<file path="config.mk">
export PLATFORM = sky130hd
export DESIGN_NAME = mono_bitmap_blit_to_8bit_framebuffer
export DESIGN_NICKNAME = d
export VERILOG_FILES = /design/src/rtl/bmb_pkg.sv /design/src/rtl/mono_bitmap_blit_to_8bit_framebuffer.sv /design/src/rtl/bmb_mod_serial.sv /design/src/rtl/bmb_scan.sv
export SDC_FILE = /design/constraint.sdc
export NUM_CORES = 1
export LEC_CHECK = 0
export ABC_AREA = 1
export BUFFER_PORTS_ARGS = -buffer_cell sky130_fd_sc_hd__buf_2
export CAP_MARGIN = 20
export CORE_MARGIN = 3
export CORE_UTILIZATION = 57
export DETAILED_ROUTE_END_ITERATION = 8
export HOLD_SLACK_MARGIN = 0.1
export PLACE_DENSITY = 0.8
export RECOVER_POWER = 100
export SYNTH_ARGS = -nofsm -noshare
export SYNTH_HDL_FRONTEND = slang
export SYNTH_SLANG_ARGS = --single-unit
</file>
<file path="constraint.sdc">
create_clock -name clk -period 5.44 [get_ports clk]
set_input_delay 0.816 -clock clk [delete_from_list [all_inputs] [get_ports clk]]
set_output_delay 0.816 -clock clk [all_outputs]
set_load 0.05 [all_outputs]
</file>
<file path="src/rtl/bmb_pkg.sv">
`default_nettype none
package bmb_pkg;

	localparam int unsigned FB_DIM_W = 9;
	localparam int unsigned BM_DIM_W = 12;
	localparam int unsigned COORD_W  = 16;
	localparam int unsigned ADDR_W   = 16;
	localparam int unsigned PIX_W    = 8;
	localparam int unsigned CFG_IDX_W  = 3;
	localparam int unsigned CFG_DATA_W = 16;

	localparam logic [FB_DIM_W-1:0] MAX_FB_WIDTH   = 9'd256;
	localparam logic [FB_DIM_W-1:0] MAX_FB_HEIGHT  = 9'd256;
	localparam logic [BM_DIM_W-1:0] MAX_BITMAP_DIM = 12'd4095;

	localparam logic [CFG_IDX_W-1:0] REG_FB_WIDTH      = 3'd0;
	localparam logic [CFG_IDX_W-1:0] REG_FB_HEIGHT     = 3'd1;
	localparam logic [CFG_IDX_W-1:0] REG_ORIGIN_X      = 3'd2;
	localparam logic [CFG_IDX_W-1:0] REG_ORIGIN_Y      = 3'd3;
	localparam logic [CFG_IDX_W-1:0] REG_BITMAP_WIDTH  = 3'd4;
	localparam logic [CFG_IDX_W-1:0] REG_BITMAP_HEIGHT = 3'd5;
	localparam logic [CFG_IDX_W-1:0] REG_DRAW_VALUE    = 3'd6;
	localparam logic [CFG_IDX_W-1:0] REG_CLIP_MODE     = 3'd7;

	typedef struct packed {
		logic                start;
		logic [7:0]          bits;
		logic [BM_DIM_W:0]   idx;
		logic [BM_DIM_W-1:0] bw;
		logic [COORD_W-1:0]  x0;
		logic [FB_DIM_W-1:0] col0;
		logic [ADDR_W-1:0]   rowbase;
		logic [FB_DIM_W-1:0] fw;
		logic [PIX_W-1:0]    value;
		logic                en;
		logic                clip;
	} scan_cmd_t;

endpackage
`default_nettype wire

</file>
<file path="src/rtl/mono_bitmap_blit_to_8bit_framebuffer.sv">
// Monochrome bitmap blit into an 8-bit framebuffer.
// Input channel s_axis: one bitmap byte per item, bit 7 is the leftmost pixel;
// rows are padded to whole bytes. Output channel m_axis: one pixel write per
// item, address in tdata[15:0], value in tdata[23:16], tlast marks the final
// write caused by an input byte. A byte with no drawn pixel yields no items.
// Configuration channel cfg: cfg_index selects the register (fb_width,
// fb_height, origin_x, origin_y, bitmap_width, bitmap_height, draw_value,
// clip_mode in that order), cfg_data carries the value; cfg_ready is always
// high. Write it only while no byte is in flight.
// Each byte goes through setup: a bit-serial modulo of the column and row
// against the framebuffer size, then a done step and a multiply step for the
// row base. The scan then checks the bitmap bits, up to 8, plus a flush step.
// s_axis_tready is high only between bytes.
// A stalled receiver holds the output register; the scan waits until the
// held write is taken. The next byte is accepted while the last write of the
// previous one still waits in the output register.
// Reset restores the register defaults (128, 64, 0, 0, 8, 8, 255, 0) and
// returns the bitmap position to the top-left corner.
`default_nettype none
module mono_bitmap_blit_to_8bit_framebuffer (
	input  wire logic                               clk,
	input  wire logic                               arst_n,
	input  wire logic                               s_axis_tvalid,
	output logic                                    s_axis_tready,
	input  wire logic [7:0]                         s_axis_tdata,  // [7:0] bitmap_byte
	output logic                                    m_axis_tvalid,
	input  wire logic                               m_axis_tready,
	output logic [23:0]                             m_axis_tdata,  // [15:0] pixel_address, [23:16] pixel_value
	output logic                                    m_axis_tlast,
	input  wire logic                               cfg_valid,
	output logic                                    cfg_ready,
	input  wire logic [bmb_pkg::CFG_IDX_W-1:0]      cfg_index,
	input  wire logic [bmb_pkg::CFG_DATA_W-1:0]     cfg_data
);
	import bmb_pkg::*;

	localparam logic [1:0] ST_IDLE = 2'd0;
	localparam logic [1:0] ST_MOD  = 2'd1;
	localparam logic [1:0] ST_MUL  = 2'd2;
	localparam logic [1:0] ST_SCAN = 2'd3;

	logic [1:0]          state_q;
	logic [FB_DIM_W-1:0] fb_width_q;
	logic [FB_DIM_W-1:0] fb_height_q;
	logic [COORD_W-1:0]  origin_x_q;
	logic [COORD_W-1:0]  origin_y_q;
	logic [BM_DIM_W-1:0] bitmap_width_q;
	logic [BM_DIM_W-1:0] bitmap_height_q;
	logic [PIX_W-1:0]    draw_value_q;
	logic                clip_mode_q;
	logic [BM_DIM_W-1:0] column_count_q;
	logic [BM_DIM_W-1:0] row_count_q;
	logic [7:0]          byte_q;
	logic [BM_DIM_W-1:0] colstart_q;
	logic [COORD_W-1:0]  x0_q;
	logic [COORD_W-1:0]  y_q;

	logic                accept;
	logic [FB_DIM_W-1:0] fw;
	logic [FB_DIM_W-1:0] fh;
	logic [BM_DIM_W-1:0] bw;
	logic [BM_DIM_W-1:0] bh;
	logic [COORD_W-1:0]  x0_c;
	logic [COORD_W-1:0]  y_c;
	logic [BM_DIM_W:0]   col_next;
	logic [BM_DIM_W:0]   row_next;
	logic                xmod_done;
	logic                ymod_done;
	logic [FB_DIM_W-1:0] xmod;
	logic [FB_DIM_W-1:0] ymod;
	logic [2*FB_DIM_W-1:0] prod;
	logic                scan_done;
	scan_cmd_t           cmd;

	always_comb begin
		accept = s_axis_tvalid && s_axis_tready;
		fw = (fb_width_q > MAX_FB_WIDTH) ? MAX_FB_WIDTH : fb_width_q;
		fh = (fb_height_q > MAX_FB_HEIGHT) ? MAX_FB_HEIGHT : fb_height_q;
		if (bitmap_width_q == '0) begin
			bw = BM_DIM_W'(1);
		end else if (bitmap_width_q > MAX_BITMAP_DIM) begin
			bw = MAX_BITMAP_DIM;
		end else begin
			bw = bitmap_width_q;
		end
		if (bitmap_height_q == '0) begin
			bh = BM_DIM_W'(1);
		end else if (bitmap_height_q > MAX_BITMAP_DIM) begin
			bh = MAX_BITMAP_DIM;
		end else begin
			bh = bitmap_height_q;
		end
		x0_c     = origin_x_q + COORD_W'(column_count_q);
		y_c      = origin_y_q + COORD_W'(row_count_q);
		col_next = {1'b0, column_count_q} + (BM_DIM_W+1)'(8);
		row_next = {1'b0, row_count_q} + 1'b1;
		prod     = ymod * fw;
	end

	always_comb begin
		cmd.start   = (state_q == ST_MUL);
		cmd.bits    = byte_q;
		cmd.idx     = {1'b0, colstart_q};
		cmd.bw      = bw;
		cmd.x0      = x0_q;
		cmd.col0    = xmod;
		cmd.rowbase = prod[ADDR_W-1:0];
		cmd.fw      = fw;
		cmd.value   = draw_value_q;
		cmd.en      = (fw != '0) && (fh != '0) &&
			!(clip_mode_q && (y_q >= COORD_W'(fh)));
		cmd.clip    = clip_mode_q;
	end

	always_ff @(posedge clk or negedge arst_n) begin
		if (!arst_n) begin
			state_q         <= ST_IDLE;
			fb_width_q      <= 9'd128;
			fb_height_q     <= 9'd64;
			origin_x_q      <= '0;
			origin_y_q      <= '0;
			bitmap_width_q  <= 12'd8;
			bitmap_height_q <= 12'd8;
			draw_value_q    <= 8'hFF;
			clip_mode_q     <= 1'b0;
			column_count_q  <= '0;
			row_count_q     <= '0;
		end else begin
			if (cfg_valid) begin
				unique case (cfg_index)
					REG_FB_WIDTH:      fb_width_q      <= cfg_data[FB_DIM_W-1:0];
					REG_FB_HEIGHT:     fb_height_q     <= cfg_data[FB_DIM_W-1:0];
					REG_ORIGIN_X:      origin_x_q      <= cfg_data[COORD_W-1:0];
					REG_ORIGIN_Y:      origin_y_q      <= cfg_data[COORD_W-1:0];
					REG_BITMAP_WIDTH:  bitmap_width_q  <= cfg_data[BM_DIM_W-1:0];
					REG_BITMAP_HEIGHT: bitmap_height_q <= cfg_data[BM_DIM_W-1:0];
					REG_DRAW_VALUE:    draw_value_q    <= cfg_data[PIX_W-1:0];
					REG_CLIP_MODE:     clip_mode_q     <= cfg_data[0];
					default:           clip_mode_q     <= clip_mode_q;
				endcase
			end
			if (accept) begin
				if (col_next >= {1'b0, bw}) begin
					column_count_q <= '0;
					if (row_next >= {1'b0, bh}) begin
						row_count_q <= '0;
					end else begin
						row_count_q <= row_next[BM_DIM_W-1:0];
					end
				end else begin
					column_count_q <= col_next[BM_DIM_W-1:0];
				end
			end
			unique case (state_q)
				ST_IDLE: if (accept) state_q <= ST_MOD;
				ST_MOD:  if (xmod_done && ymod_done) state_q <= ST_MUL;
				ST_MUL:  state_q <= ST_SCAN;
				ST_SCAN: if (scan_done) state_q <= ST_IDLE;
				default: state_q <= ST_IDLE;
			endcase
		end
	end

	always_ff @(posedge clk) begin
		if (accept) begin
			byte_q     <= s_axis_tdata;
			colstart_q <= column_count_q;
			x0_q       <= x0_c;
			y_q        <= y_c;
		end
	end

	bmb_mod_serial u_xmod (
		.clk       (clk),
		.arst_n    (arst_n),
		.start     (accept),
		.dividend  (x0_c),
		.divisor   (fw),
		.done      (xmod_done),
		.remainder (xmod)
	);

	bmb_mod_serial u_ymod (
		.clk       (clk),
		.arst_n    (arst_n),
		.start     (accept),
		.dividend  (y_c),
		.divisor   (fh),
		.done      (ymod_done),
		.remainder (ymod)
	);

	bmb_scan u_scan (
		.clk       (clk),
		.arst_n    (arst_n),
		.cmd       (cmd),
		.done      (scan_done),
		.out_valid (m_axis_tvalid),
		.out_ready (m_axis_tready),
		.out_addr  (m_axis_tdata[15:0]),
		.out_value (m_axis_tdata[23:16]),
		.out_last  (m_axis_tlast)
	);

	assign s_axis_tready = (state_q == ST_IDLE);
	assign cfg_ready     = 1'b1;

endmodule
`default_nettype wire

</file>
<file path="src/rtl/bmb_mod_serial.sv">
`default_nettype none
module bmb_mod_serial (
	input  wire logic                           clk,
	input  wire logic                           arst_n,
	input  wire logic                           start,
	input  wire logic [bmb_pkg::COORD_W-1:0]    dividend,
	input  wire logic [bmb_pkg::FB_DIM_W-1:0]   divisor,
	output logic                                done,
	output logic [bmb_pkg::FB_DIM_W-1:0]        remainder
);
	import bmb_pkg::*;

	localparam int unsigned CNT_W = $clog2(COORD_W);

	logic [COORD_W-1:0]  dvd_q;
	logic [FB_DIM_W-1:0] dvs_q;
	logic [FB_DIM_W-1:0] rem_q;
	logic [CNT_W-1:0]    cnt_q;
	logic                busy_q;
	logic                done_q;
	logic [FB_DIM_W:0]   r2;
	logic [FB_DIM_W:0]   rnext;

	always_comb begin
		r2 = {rem_q, dvd_q[COORD_W-1]};
		if (r2 >= {1'b0, dvs_q}) begin
			rnext = r2 - {1'b0, dvs_q};
		end else begin
			rnext = r2;
		end
	end

	always_ff @(posedge clk or negedge arst_n) begin
		if (!arst_n) begin
			busy_q <= 1'b0;
			done_q <= 1'b0;
			cnt_q  <= '0;
		end else begin
			done_q <= 1'b0;
			if (start) begin
				busy_q <= 1'b1;
				cnt_q  <= '0;
			end else if (busy_q) begin
				cnt_q <= cnt_q + 1'b1;
				if (cnt_q == CNT_W'(COORD_W - 1)) begin
					busy_q <= 1'b0;
					done_q <= 1'b1;
				end
			end
		end
	end

	always_ff @(posedge clk) begin
		if (start) begin
			dvd_q <= dividend;
			dvs_q <= divisor;
			rem_q <= '0;
		end else if (busy_q) begin
			dvd_q <= {dvd_q[COORD_W-2:0], 1'b0};
			rem_q <= rnext[FB_DIM_W-1:0];
		end
	end

	assign done      = done_q;
	assign remainder = rem_q;

endmodule
`default_nettype wire

</file>
<file path="src/rtl/bmb_scan.sv">
`default_nettype none
module bmb_scan (
	input  wire logic                 clk,
	input  wire logic                 arst_n,
	input  wire bmb_pkg::scan_cmd_t   cmd,
	output logic                      done,
	output logic                      out_valid,
	input  wire logic                 out_ready,
	output logic [bmb_pkg::ADDR_W-1:0] out_addr,
	output logic [bmb_pkg::PIX_W-1:0]  out_value,
	output logic                      out_last
);
	import bmb_pkg::*;

	logic                act_q;
	logic [7:0]          bits_q;
	logic [BM_DIM_W:0]   idx_q;
	logic [3:0]          cnt_q;
	logic [BM_DIM_W-1:0] bw_q;
	logic [COORD_W-1:0]  x_q;
	logic [FB_DIM_W-1:0] col_q;
	logic [ADDR_W-1:0]   rowbase_q;
	logic [FB_DIM_W-1:0] fw_q;
	logic [PIX_W-1:0]    value_q;
	logic                en_q;
	logic                clip_q;
	logic                pend_v_q;
	logic [ADDR_W-1:0]   pend_addr_q;
	logic                out_v_q;
	logic [ADDR_W-1:0]   out_addr_q;
	logic [PIX_W-1:0]    out_value_q;
	logic                out_last_q;

	logic              end_c;
	logic              emit_c;
	logic              out_free;
	logic              need_move;
	logic              stall;
	logic [ADDR_W-1:0] addr_c;
	logic [FB_DIM_W:0] col_inc;

	always_comb begin
		end_c     = cnt_q[3] || (idx_q >= {1'b0, bw_q});
		emit_c    = act_q && !end_c && bits_q[7] && en_q &&
			!(clip_q && (x_q >= COORD_W'(fw_q)));
		out_free  = !out_v_q || out_ready;
		need_move = act_q && (end_c || emit_c) && pend_v_q;
		stall     = need_move && !out_free;
		addr_c    = rowbase_q + ADDR_W'(col_q);
		col_inc   = {1'b0, col_q} + 1'b1;
	end

	always_ff @(posedge clk or negedge arst_n) begin
		if (!arst_n) begin
			act_q    <= 1'b0;
			pend_v_q <= 1'b0;
			out_v_q  <= 1'b0;
		end else begin
			if (need_move && !stall) begin
				out_v_q <= 1'b1;
			end else if (out_ready) begin
				out_v_q <= 1'b0;
			end
			if (cmd.start) begin
				act_q    <= 1'b1;
				pend_v_q <= 1'b0;
			end else if (act_q && !stall) begin
				if (end_c) begin
					act_q    <= 1'b0;
					pend_v_q <= 1'b0;
				end else if (emit_c) begin
					pend_v_q <= 1'b1;
				end
			end
		end
	end

	always_ff @(posedge clk) begin
		if (need_move && !stall) begin
			out_addr_q  <= pend_addr_q;
			out_value_q <= value_q;
			out_last_q  <= end_c;
		end
		if (cmd.start) begin
			bits_q    <= cmd.bits;
			idx_q     <= cmd.idx;
			cnt_q     <= '0;
			bw_q      <= cmd.bw;
			x_q       <= cmd.x0;
			col_q     <= cmd.col0;
			rowbase_q <= cmd.rowbase;
			fw_q      <= cmd.fw;
			value_q   <= cmd.value;
			en_q      <= cmd.en;
			clip_q    <= cmd.clip;
		end else if (act_q && !stall && !end_c) begin
			if (emit_c) begin
				pend_addr_q <= addr_c;
			end
			bits_q <= {bits_q[6:0], 1'b0};
			idx_q  <= idx_q + 1'b1;
			cnt_q  <= cnt_q + 1'b1;
			x_q    <= x_q + 1'b1;
			if (x_q == {COORD_W{1'b1}} || col_inc == {1'b0, fw_q}) begin
				col_q <= '0;
			end else begin
				col_q <= col_inc[FB_DIM_W-1:0];
			end
		end
	end

	assign done      = act_q && end_c && !stall;
	assign out_valid = out_v_q;
	assign out_addr  = out_addr_q;
	assign out_value = out_value_q;
	assign out_last  = out_last_q;

endmodule
`default_nettype wire

</file>
[Word-level counts from Yosys, hierarchy flattened]
Index checks and enable logic that the tools add are counted.
Operators by class
  add/sub/neg operators: 13
  multipliers: 1
  magnitude comparators: 11
  eq/ne operators: 17
  multiplexer cells: 52
  bitwise logic cells: 1
  reduce and logical (&&, ||, !) cells: 54
Operator list (number)
  2-to-1 mux 12 bit: 8
  2-to-1 mux 16 bit: 6
  2-to-1 mux 9 bit: 7
  greater-or-equal comparator 13 x 12 -> 1 bit: 3
  adder 16 x 12 -> 16 bit: 2
  greater-or-equal comparator 16 x 9 -> 1 bit: 2
  > comparator 12 bit, second input constant: 2
  logical NOT 12 bit: 2
  AND reduction 2 bit: 11
  2-to-1 mux 1 bit: 21
  greater-or-equal comparator 10 x 9 -> 1 bit: 2
  > comparator 9 bit, second input constant: 2
  logical AND 1 bit: 18
  nonzero test 9 bit: 2
  subtractor 9 bit: 2
  adder 16 x 1 -> 16 bit, second input constant: 1
  adder 16 x 9 -> 16 bit: 1
  == test 16 bit, second input constant: 1
  multiplier 9 x 9 -> 16 bit: 1
  2-to-1 mux 4 bit: 4
  2-to-1 mux 8 bit: 2
  adder 12 x 1 -> 13 bit, second input constant: 1
  adder 12 x 4 -> 13 bit, second input constant: 1
  adder 13 x 1 -> 13 bit, second input constant: 1
  other kinds (21): 46
Word-level totals
  flip-flop bits (word level): 382
  input bits: 32
  output and inout port bits: 28
  logic and storage cells: 195

[Logic depth before layout (Yosys ltp)]
Gate-level depths: netlist of the first run.
  depth after elaboration: 16
  depth in mapped cells: 22
  mapped depth without buffers: 22

[Hierarchy]
A second synthesis of the first run with hierarchy kept.
Second synthesis, totals
  cells, all modules: 2446
  area, all modules: 21886.0 um^2
By module, submodules not included
  mono_bitmap_blit_to_8bit_framebuffer: times used 1, cells an instance 1262, area an instance 10616.4 um^2, seq. area each 4139.0 um^2
  bmb_scan: times used 1, cells an instance 666, area an instance 7000.5 um^2, seq. area each 4179.0 um^2
  bmb_mod_serial: times used 2, cells an instance 259, area an instance 2134.5 um^2, seq. area each 1081.0 um^2

[Least setup slack after synthesis of the first run]
No wires, ideal clock.
  path type: reg2reg
  start point: register fb_width_q[3]
  end point: register u_scan.rowbase_q[15] (data pin)
  setup time: 0.260 ns
  arrival: 4.455 ns
  data required time: 5.180 ns
  path slack: 0.725 ns
  cell stages (with the launch flop): 21
  path buffers: 0
  clock period less this slack: 4.715 ns
  cells stage by stage: dfrtp_1 -> nor4_1 -> a31oi_1 -> inv_1 -> nand2_1 -> inv_1 -> nand2_1 -> fa_1 -> inv_1 -> fa_1 -> inv_1 -> fa_1 -> fa_1 -> inv_1 -> ha_1 -> a21o_1 -> a21oi_1 -> o21ai_0 -> nand3_1 -> o21ai_0 -> xnor2_1
RTL lines
  start, declared: RTL line mono_bitmap_blit_to_8bit_framebuffer.sv:43  | logic [FB_DIM_W-1:0] fb_width_q;
  start signal, assigned: RTL line mono_bitmap_blit_to_8bit_framebuffer.sv:131  | REG_FB_WIDTH: fb_width_q <= cfg_data[FB_DIM_W-1:0];
  end signal, assigned: RTL line bmb_scan.sv:91  | rowbase_q <= cmd.rowbase;
  end, declared: RTL line bmb_scan.sv:22  | logic [ADDR_W-1:0] rowbase_q;

==> results of run 1 <==
==> repair_timing <==
item,4_1_cts,5_1_grt
hold buffers,0,0
endpoints found under the setup margin,0,2
endpoints found under the hold margin,0,0
resized for setup,0,3
setup buffers,0,2
==> synth_stat cells, types with 5 or more instances <==
master    count  area share [%]
nor2_4        5            0.27
o31ai_1       5            0.18
clkinv_1      5           0.090
edfxtp_1    232              33
ha_1        142             8.5
fa_1         53             5.1
nor4_1       12            0.36
nand4_1      33            0.99
nand3_2       6            0.29
dfstp_2      12             1.5
xor2_1       68             2.9
nor2_1      171             3.1
dfrtp_1     109              13
o211ai_1      5            0.18
xnor2_1      31             1.3
o22ai_1      10            0.30
a21oi_1      75             1.8
a211oi_1      6            0.22
o21ai_0     152             3.6
a21o_1        6            0.22
nand2_1     529             9.5
dfxtp_1      23             2.2
inv_1       314             5.7
nor3_1       19            0.46
clkbuf_1     49            0.88
nand3_1      71             1.7
==> metal layers <==
metal  share of wire [%]  routed length (µm)  vias up
met1                  43               19400     7201
met4                 3.2                1470        0
met3                 6.1                2770       89
li1                    -                   -     7352
met2                  48               21900      459
met5                   0                   0        -
==> kinds of logic (layout without fill, tap and decap cells) <==
| kind of cell | count (synthesis) | after routing | share of synthesized area (%) |
|---|---|---|---|
| adders and majority gates | 195 | 195 | 13.6 |
| buffers and inverters | 375 | 470 | 6.82 |
| AOI/OAI and AO/OA | 285 | 285 | 7.51 |
| xor gates and xnor gates | 99 | 99 | 4.16 |
| DFF | 376 | 376 | 50.2 |
| and+or+nand+nor | 868 | 868 | 17.7 |
| other | 1 | 1 | 0.0180 |
==> how the worst max path moves through the flow <==
stage	to	start	cells past startpoint
floorplan	u_scan.rowbase_q[15]$_DFFE_PP_	fb_width_q[3]$_DFFE_PN0P_	20
global placement	u_scan.rowbase_q[15]$_DFFE_PP_	fb_width_q[3]$_DFFE_PN0P_	20
detailed placement	u_scan.rowbase_q[15]$_DFFE_PP_	fb_width_q[3]$_DFFE_PN0P_	22
CTS	u_scan.rowbase_q[15]$_DFFE_PP_	fb_width_q[3]$_DFFE_PN0P_	22
global route	u_scan.rowbase_q[15]$_DFFE_PP_	fb_width_q[3]$_DFFE_PN0P_	22
finish	u_scan.rowbase_q[14]$_DFFE_PP_	fb_width_q[8]$_DFFE_PN0P_	18
==> stage by stage <==
step                setup slack (ns)  std cells  total power, W
detailed placement             0.317       2675          0.0107
global route                  0.0330       2755          0.0148
CTS                            0.283       2751          0.0138
global placement               0.426       2675          0.0104
finish                         0.276       2755          0.0137
floorplan                      0.725       2199         0.00928
==> power by group <==
part	switching [W]	total (W)	internal [W]
registers	0.000706	0.00512	0.00442
logic	0.00359	0.00562	0.00203
clock network	0.00117	0.00299	0.00182
==> area by class of cell <==
| class | instances | share of cell area (%) |
|---|---|---|
| sequential | 376 | 45.5 |
| inverter | 321 | 5.25 |
| multi-input combinational | 1448 | 38.9 |
| clock inverter | 28 | 1.75 |
| tap | 461 | 2.51 |
| clock buffer | 48 | 4.66 |
| timing repair buffer | 73 | 1.43 |
==> flip-flops by register name, summed over array words and instances (netlist names), 12 cells and up <==
name                flops
u_scan.x_q             16
y_q                    16
origin_x_q             16
bitmap_width_q         12
u_ymod.dvd_q           16
u_scan.idx_q           13
u_xmod.dvd_q           16
row_count_q            12
u_scan.bw_q            12
x0_q                   16
u_scan.pend_addr_q     16
origin_y_q             16
bitmap_height_q        12
u_scan.out_addr        16
u_scan.rowbase_q       16
==> reports/qor.csv, run 1 <==
stage,metric,value,unit
outcome,status,finished with violations,
placed_design,IO buf count,58,
yosys,Yosys cell types,56,
cells_and_area,share of cells above drive strength 1,5.84,%
clock_network,maximum clock insertion buffer count,3,
cells_and_area,Layout area overhead,10.3,%
sta,Final Setup Violations,0,
worst_hold_path,hold path cells,0,
worst_setup_path,max incr delay on CP,0.54,ns
floorplan,FP Rows,69,
worst_hold_path,Tightest Hold Check Type,reg2reg,
worst_setup_path,slowest CP cell,fa_1,
yosys,Syn. warnings,0,
worst_setup_path,crit start category,flop,
outcome,violated checks,"max-capacitance violations, max-slew violations",
worst_setup_path,WP buf/inv,5,
yosys,"Top FF cell, synth",edfxtp_1,
yosys,Synth Register Bits,376,
worst_hold_path,Hold Path End,u_scan.out_value[1]$_DFFE_PP_,
sta,hold slack,0.420,ns
cells_and_area,filler cell count,2815,
worst_setup_path,Worst Path Max Fanout,15,
placed_design,Area after DPL,21600,µm²
grt,Overflow after GRT,0,
worst_setup_path,Worst R2R End,u_scan.rowbase_q[14]$_DFFE_PP_,
worst_hold_path,Worst Hold Launch,u_scan.value_q[1]$_DFFE_PP_,
floorplan,DIE WIDTH,197,µm
clock_network,TritonCTS Sinks,376,
cells_and_area,Finished Core Util,64.2,%
worst_setup_path,reg-to-reg critical path startpoint,fb_width_q[8]$_DFFE_PN0P_,
worst_setup_path,crit path DAT,5.47,ns
sta,Slew HR,-183,%
placed_design,routability cong.,0.927,
clock_network,CTS tree,yes,
grt,first-pass GRT wire length,74100,µm
sta,clock skew,0.0264,ns
power,VDD IR max,279,µV
sta,RSZ-0062 raised after global routing,false,
yosys,Avg Inst Size Synth,9.48,µm²
grt,gr usage total,23.8,%
grt,GRT busiest layer,met2,
grt,vias in the first global route,14960,
worst_setup_path,critical path type,reg2reg,
yosys,Synth Cell Area,20900,µm²
grt,largest net degree at the start of global routing,77,
yosys,ys async rst share,32.2,%
worst_setup_path,Worst setup EP type,flop,
cells_and_area,most frequent cells in the layout,"nand2_1, inv_1, edfxtp_1",
clock_network,clock transition at the registers of the reported paths,0.06,ns
cells_and_area,final net count,2488,
yosys,Synth Instances,2199,
clock_network,H-tree Lvls,2,
floorplan,die height,197,µm
sta,fin crit share,94.9,%
yosys,register area share after synthesis,50.2,%
drt,average wire per standard cell,16.5,µm
clock_network,TritonCTS Buffers,41,
drt,Vias,15101,
drt,Routed Antenna Nets,0,
placed_design,HPWL after detailed placement,32500,µm
floorplan,Die ar.,38900,µm²
drt,1st-pass router iterations,5,
grt,met1 global-route usage,31.7,%
sta,Max Slew Vio Count,305,
cells_and_area,area of the multi-input gates,8950,µm²
worst_setup_path,R2R setup slack,0.28,ns
worst_setup_path,Worst Path Required,5.75,ns
sta,Fmax,194,MHz
sta,Worst-Margin Slew,4.24,ns
cells_and_area,Layout Cell Area excl Fill,23000,µm²
worst_setup_path,R2R depth,18,
run,max cap viols,6,
grt,GR Util met2,39.8,%
drt,residual DRC count,0,
drt,drt total wl,45500,µm
floorplan,Core ar.,35800,µm²
clock_network,Root Driver,clkbuf_16,
power,P_leak,10.8,nW
grt,antenna violations before repair,0,
worst_setup_path,critical path cell sequence,clkbuf_1 -> nor2_1 -> clkbuf_1 -> inv_1 -> nor2_1 -> fa_1 -> fa_1 -> fa_1 -> inv_1 -> fa_1 -> inv_1 -> ha_1 -> a21oi_1 -> o21ai_0 -> a21oi_1 -> o21bai_1 -> a21oi_1 -> xnor2_1,
worst_setup_path,Crit path max-delay family,adder cells,
cells_and_area,most frequent standard cell in the layout excluding fill and tap cells,nand2_1,
yosys,Synthesized Nets,2426,
yosys,Post-synth EDFFs,232,
drt,vias per cell,5.48,
sta,Tmin final,5.16,ns
floorplan,Top Ports,60,
grt,met3 Track Usage GR,3.79,%
drt,DRT iter0 DRCs,1081,
cells_and_area,Antenna Cells,0,
sta,Fin. Hold Viols,0,
worst_setup_path,Critical Path Most Common Cell,fa_1,
sta,setup tns final,0,ns
clock_network,Worst-Skew Late Latency,0.58,ns
cells_and_area,register area,10500,µm²
power,power per cell area,597,nW/µm²
floorplan,Initial Util,58.2,%
Power figures use the tool's default switching activity.
==> run 2, diff against run 1 <==
- clock period: 5.44 -> 4.9 ns (I/O delays scaled with it)
==> reports/qor.csv, run 2 (synthesis results as in run 1) <==
stage,metric,value,unit,change
outcome,status,finished with violations,,
outcome,violated checks,"max-capacitance violations, max-slew violations",,
grt,largest net degree at the start of global routing,67,,-13%
sta,clock skew,0.0200,ns,-0.00637 ns
drt,DRT iter0 DRCs,1063,,-1.7%
cells_and_area,final net count,2501,,+0.52%
cells_and_area,Non-Filler Instances,2767,,+0.44%
worst_setup_path,crit path DAT,5.03,ns,-0.44 ns
drt,Vias,15251,,+0.99%
worst_setup_path,R2R setup slack,0.15,ns,-0.12 ns
cells_and_area,Antenna Cells,0,,unchanged
worst_setup_path,Worst setup EP type,flop,,
power,P_leak,10.8,nW,about the same
cells_and_area,most frequent standard cell in the layout excluding fill and tap cells,nand2_1,,
sta,fin crit share,96.9,%,+1.9 points
sta,Fmax,211,MHz,+8.8%
placed_design,IO buf count,58,,unchanged
placed_design,Area after DPL,21700,µm²,+0.31%
cells_and_area,share of cells above drive strength 1,7.42,%,+1.6 points
floorplan,die height,197,µm,unchanged
clock_network,CTS tree,yes,,
sta,Max Slew Vio Count,213,,-30%
sta,Slew HR,-92.3,%,+90 points
clock_network,clock transition at the registers of the reported paths,0.06,ns,about the same
clock_network,Root Driver,clkbuf_16,,
clock_network,H-tree Lvls,2,,unchanged
worst_hold_path,Hold Path End,byte_q[0]$_DFFE_PP_,,
worst_setup_path,R2R depth,20,,+2
floorplan,Initial Util,58.2,%,unchanged
sta,Worst-Margin Slew,2.89,ns,-1.36 ns
grt,vias in the first global route,15215,,+1.7%
grt,antenna violations before repair,0,,unchanged
grt,first-pass GRT wire length,73800,µm,-0.45%
sta,setup tns final,0,ns,unchanged
worst_hold_path,Worst Hold Launch,s_axis_tdata[0],,
worst_setup_path,Worst Path Required,5.19,ns,-0.56 ns
sta,Final Setup Violations,0,,unchanged
clock_network,TritonCTS Sinks,376,,unchanged
drt,average wire per standard cell,16.3,µm,-1.3%
clock_network,TritonCTS Buffers,41,,unchanged
worst_setup_path,Worst Path Max Fanout,6,,-9
worst_setup_path,Worst R2R End,u_scan.rowbase_q[14]$_DFFE_PP_,,
power,power per cell area,660,nW/µm²,+11%
worst_setup_path,crit start category,flop,,
drt,residual DRC count,0,,unchanged
placed_design,HPWL after detailed placement,32400,µm,-0.24%
clock_network,Worst-Skew Late Latency,0.56,ns,-0.02 ns
floorplan,FP Rows,69,,unchanged
drt,vias per cell,5.51,,+0.56%
sta,hold slack,0.359,ns,-0.0611 ns
worst_setup_path,reg-to-reg critical path startpoint,fb_width_q[2]$_DFFE_PN0P_,,
grt,gr usage total,23.5,%,-0.25 points
floorplan,Die ar.,38900,µm²,unchanged
sta,Fin. Hold Viols,0,,unchanged
worst_hold_path,Tightest Hold Check Type,in2reg,,
worst_setup_path,critical path type,reg2reg,,
worst_hold_path,hold path cells,1,,+1
floorplan,Top Ports,60,,unchanged
floorplan,DIE WIDTH,197,µm,unchanged
power,VDD IR max,400,µV,+43%
run,max cap viols,5,,-1
cells_and_area,Layout Cell Area excl Fill,23000,µm²,+0.19%
grt,Overflow after GRT,0,,unchanged
clock_network,maximum clock insertion buffer count,3,,unchanged
drt,Routed Antenna Nets,0,,unchanged
floorplan,Core ar.,35800,µm²,unchanged
sta,Tmin final,4.75,ns,-0.418 ns
cells_and_area,Layout area overhead,10.5,%,
cells_and_area,most frequent cells in the layout,"nand2_1, inv_1, edfxtp_1",,
drt,1st-pass router iterations,6,,+1
cells_and_area,Finished Core Util,64.3,%,+0.12 points
placed_design,routability cong.,0.915,,-1.3%
placed_design,cell total after placement,2684,,+0.34%
drt,drt total wl,45100,µm,-0.90%
[run 2: layer usage]
metal  vias up  global-route usage, %  part of all wire [%]
li1       7375                      -                     -
met2       460                   39.0                    48
met4         0                   7.58                   2.7
met1      7317                   31.7                    43
met5         -                      0                     0
met3        99                   4.37                   6.5
[run 2: what timing repair did]
item | 4_1_cts | 5_1_grt
pin swaps | 0 | 7
hold buffers | 0 | 0
endpoints found under the setup margin | 2 | 6
resized for setup | 2 | 29
buffers inserted | 0 | 6
[run 2: layout make-up]
class	instances	area, µm²
fill	2800	12800
multi-input combinational	1448	9060
sequential	376	10500
clock buffer	49	1080
clock inverter	26	244
inverter	321	1210
timing repair buffer	86	413
tap	461	577
[run 2: metrics by stage]
| step | setup slack [ns] | power [W] |
|---|---|---|
| final | 0.154 | 0.0152 |
| after CTS | 0.000817 | 0.0151 |
| after global routing | -0.00867 | 0.0165 |
| after floorplan | 0.185 | 0.0103 |
| after global placement | 0.00143 | 0.0116 |
| after detailed placement | -0.106 | 0.0120 |
[run 2: where the power goes]
group          internal, W  switching (W)
clock              0.00179        0.00125
combinational      0.00239        0.00409
sequential         0.00491       0.000788
total              0.00909        0.00613
[run 2: worst max path at each step]
stage,depth (start not counted),endpoint,start
3_3_place_gp,22,u_scan.rowbase_q[15]$_DFFE_PP_,fb_width_q[3]$_DFFE_PN0P_
6_report,20,u_scan.rowbase_q[14]$_DFFE_PP_,fb_width_q[2]$_DFFE_PN0P_
4_1_cts,22,u_scan.rowbase_q[15]$_DFFE_PP_,fb_width_q[3]$_DFFE_PN0P_
3_5_place_dp,22,u_scan.rowbase_q[15]$_DFFE_PP_,fb_width_q[3]$_DFFE_PN0P_
5_1_grt,18,u_scan.rowbase_q[14]$_DFFE_PP_,fb_width_q[8]$_DFFE_PN0P_
2_1_floorplan,20,u_scan.rowbase_q[15]$_DFFE_PP_,fb_width_q[3]$_DFFE_PN0P_
[run 2: worst max-delay path, cell delays in order, from the launching register on]
cell,delay [ns]
dfrtp_1,0.40
nor4_2,0.27
a31oi_1,0.13
inv_2,0.12
nand2_2,0.08
inv_4,0.08
nand2_1,0.08
fa_1,0.54
inv_1,0.05
fa_1,0.49
inv_1,0.05
fa_1,0.46
fa_1,0.54
inv_1,0.07
ha_4,0.25
a21oi_1,0.21
nand2_2,0.10
a21oi_2,0.21
o21bai_1,0.08
a21oi_1,0.18
xnor2_1,0.09
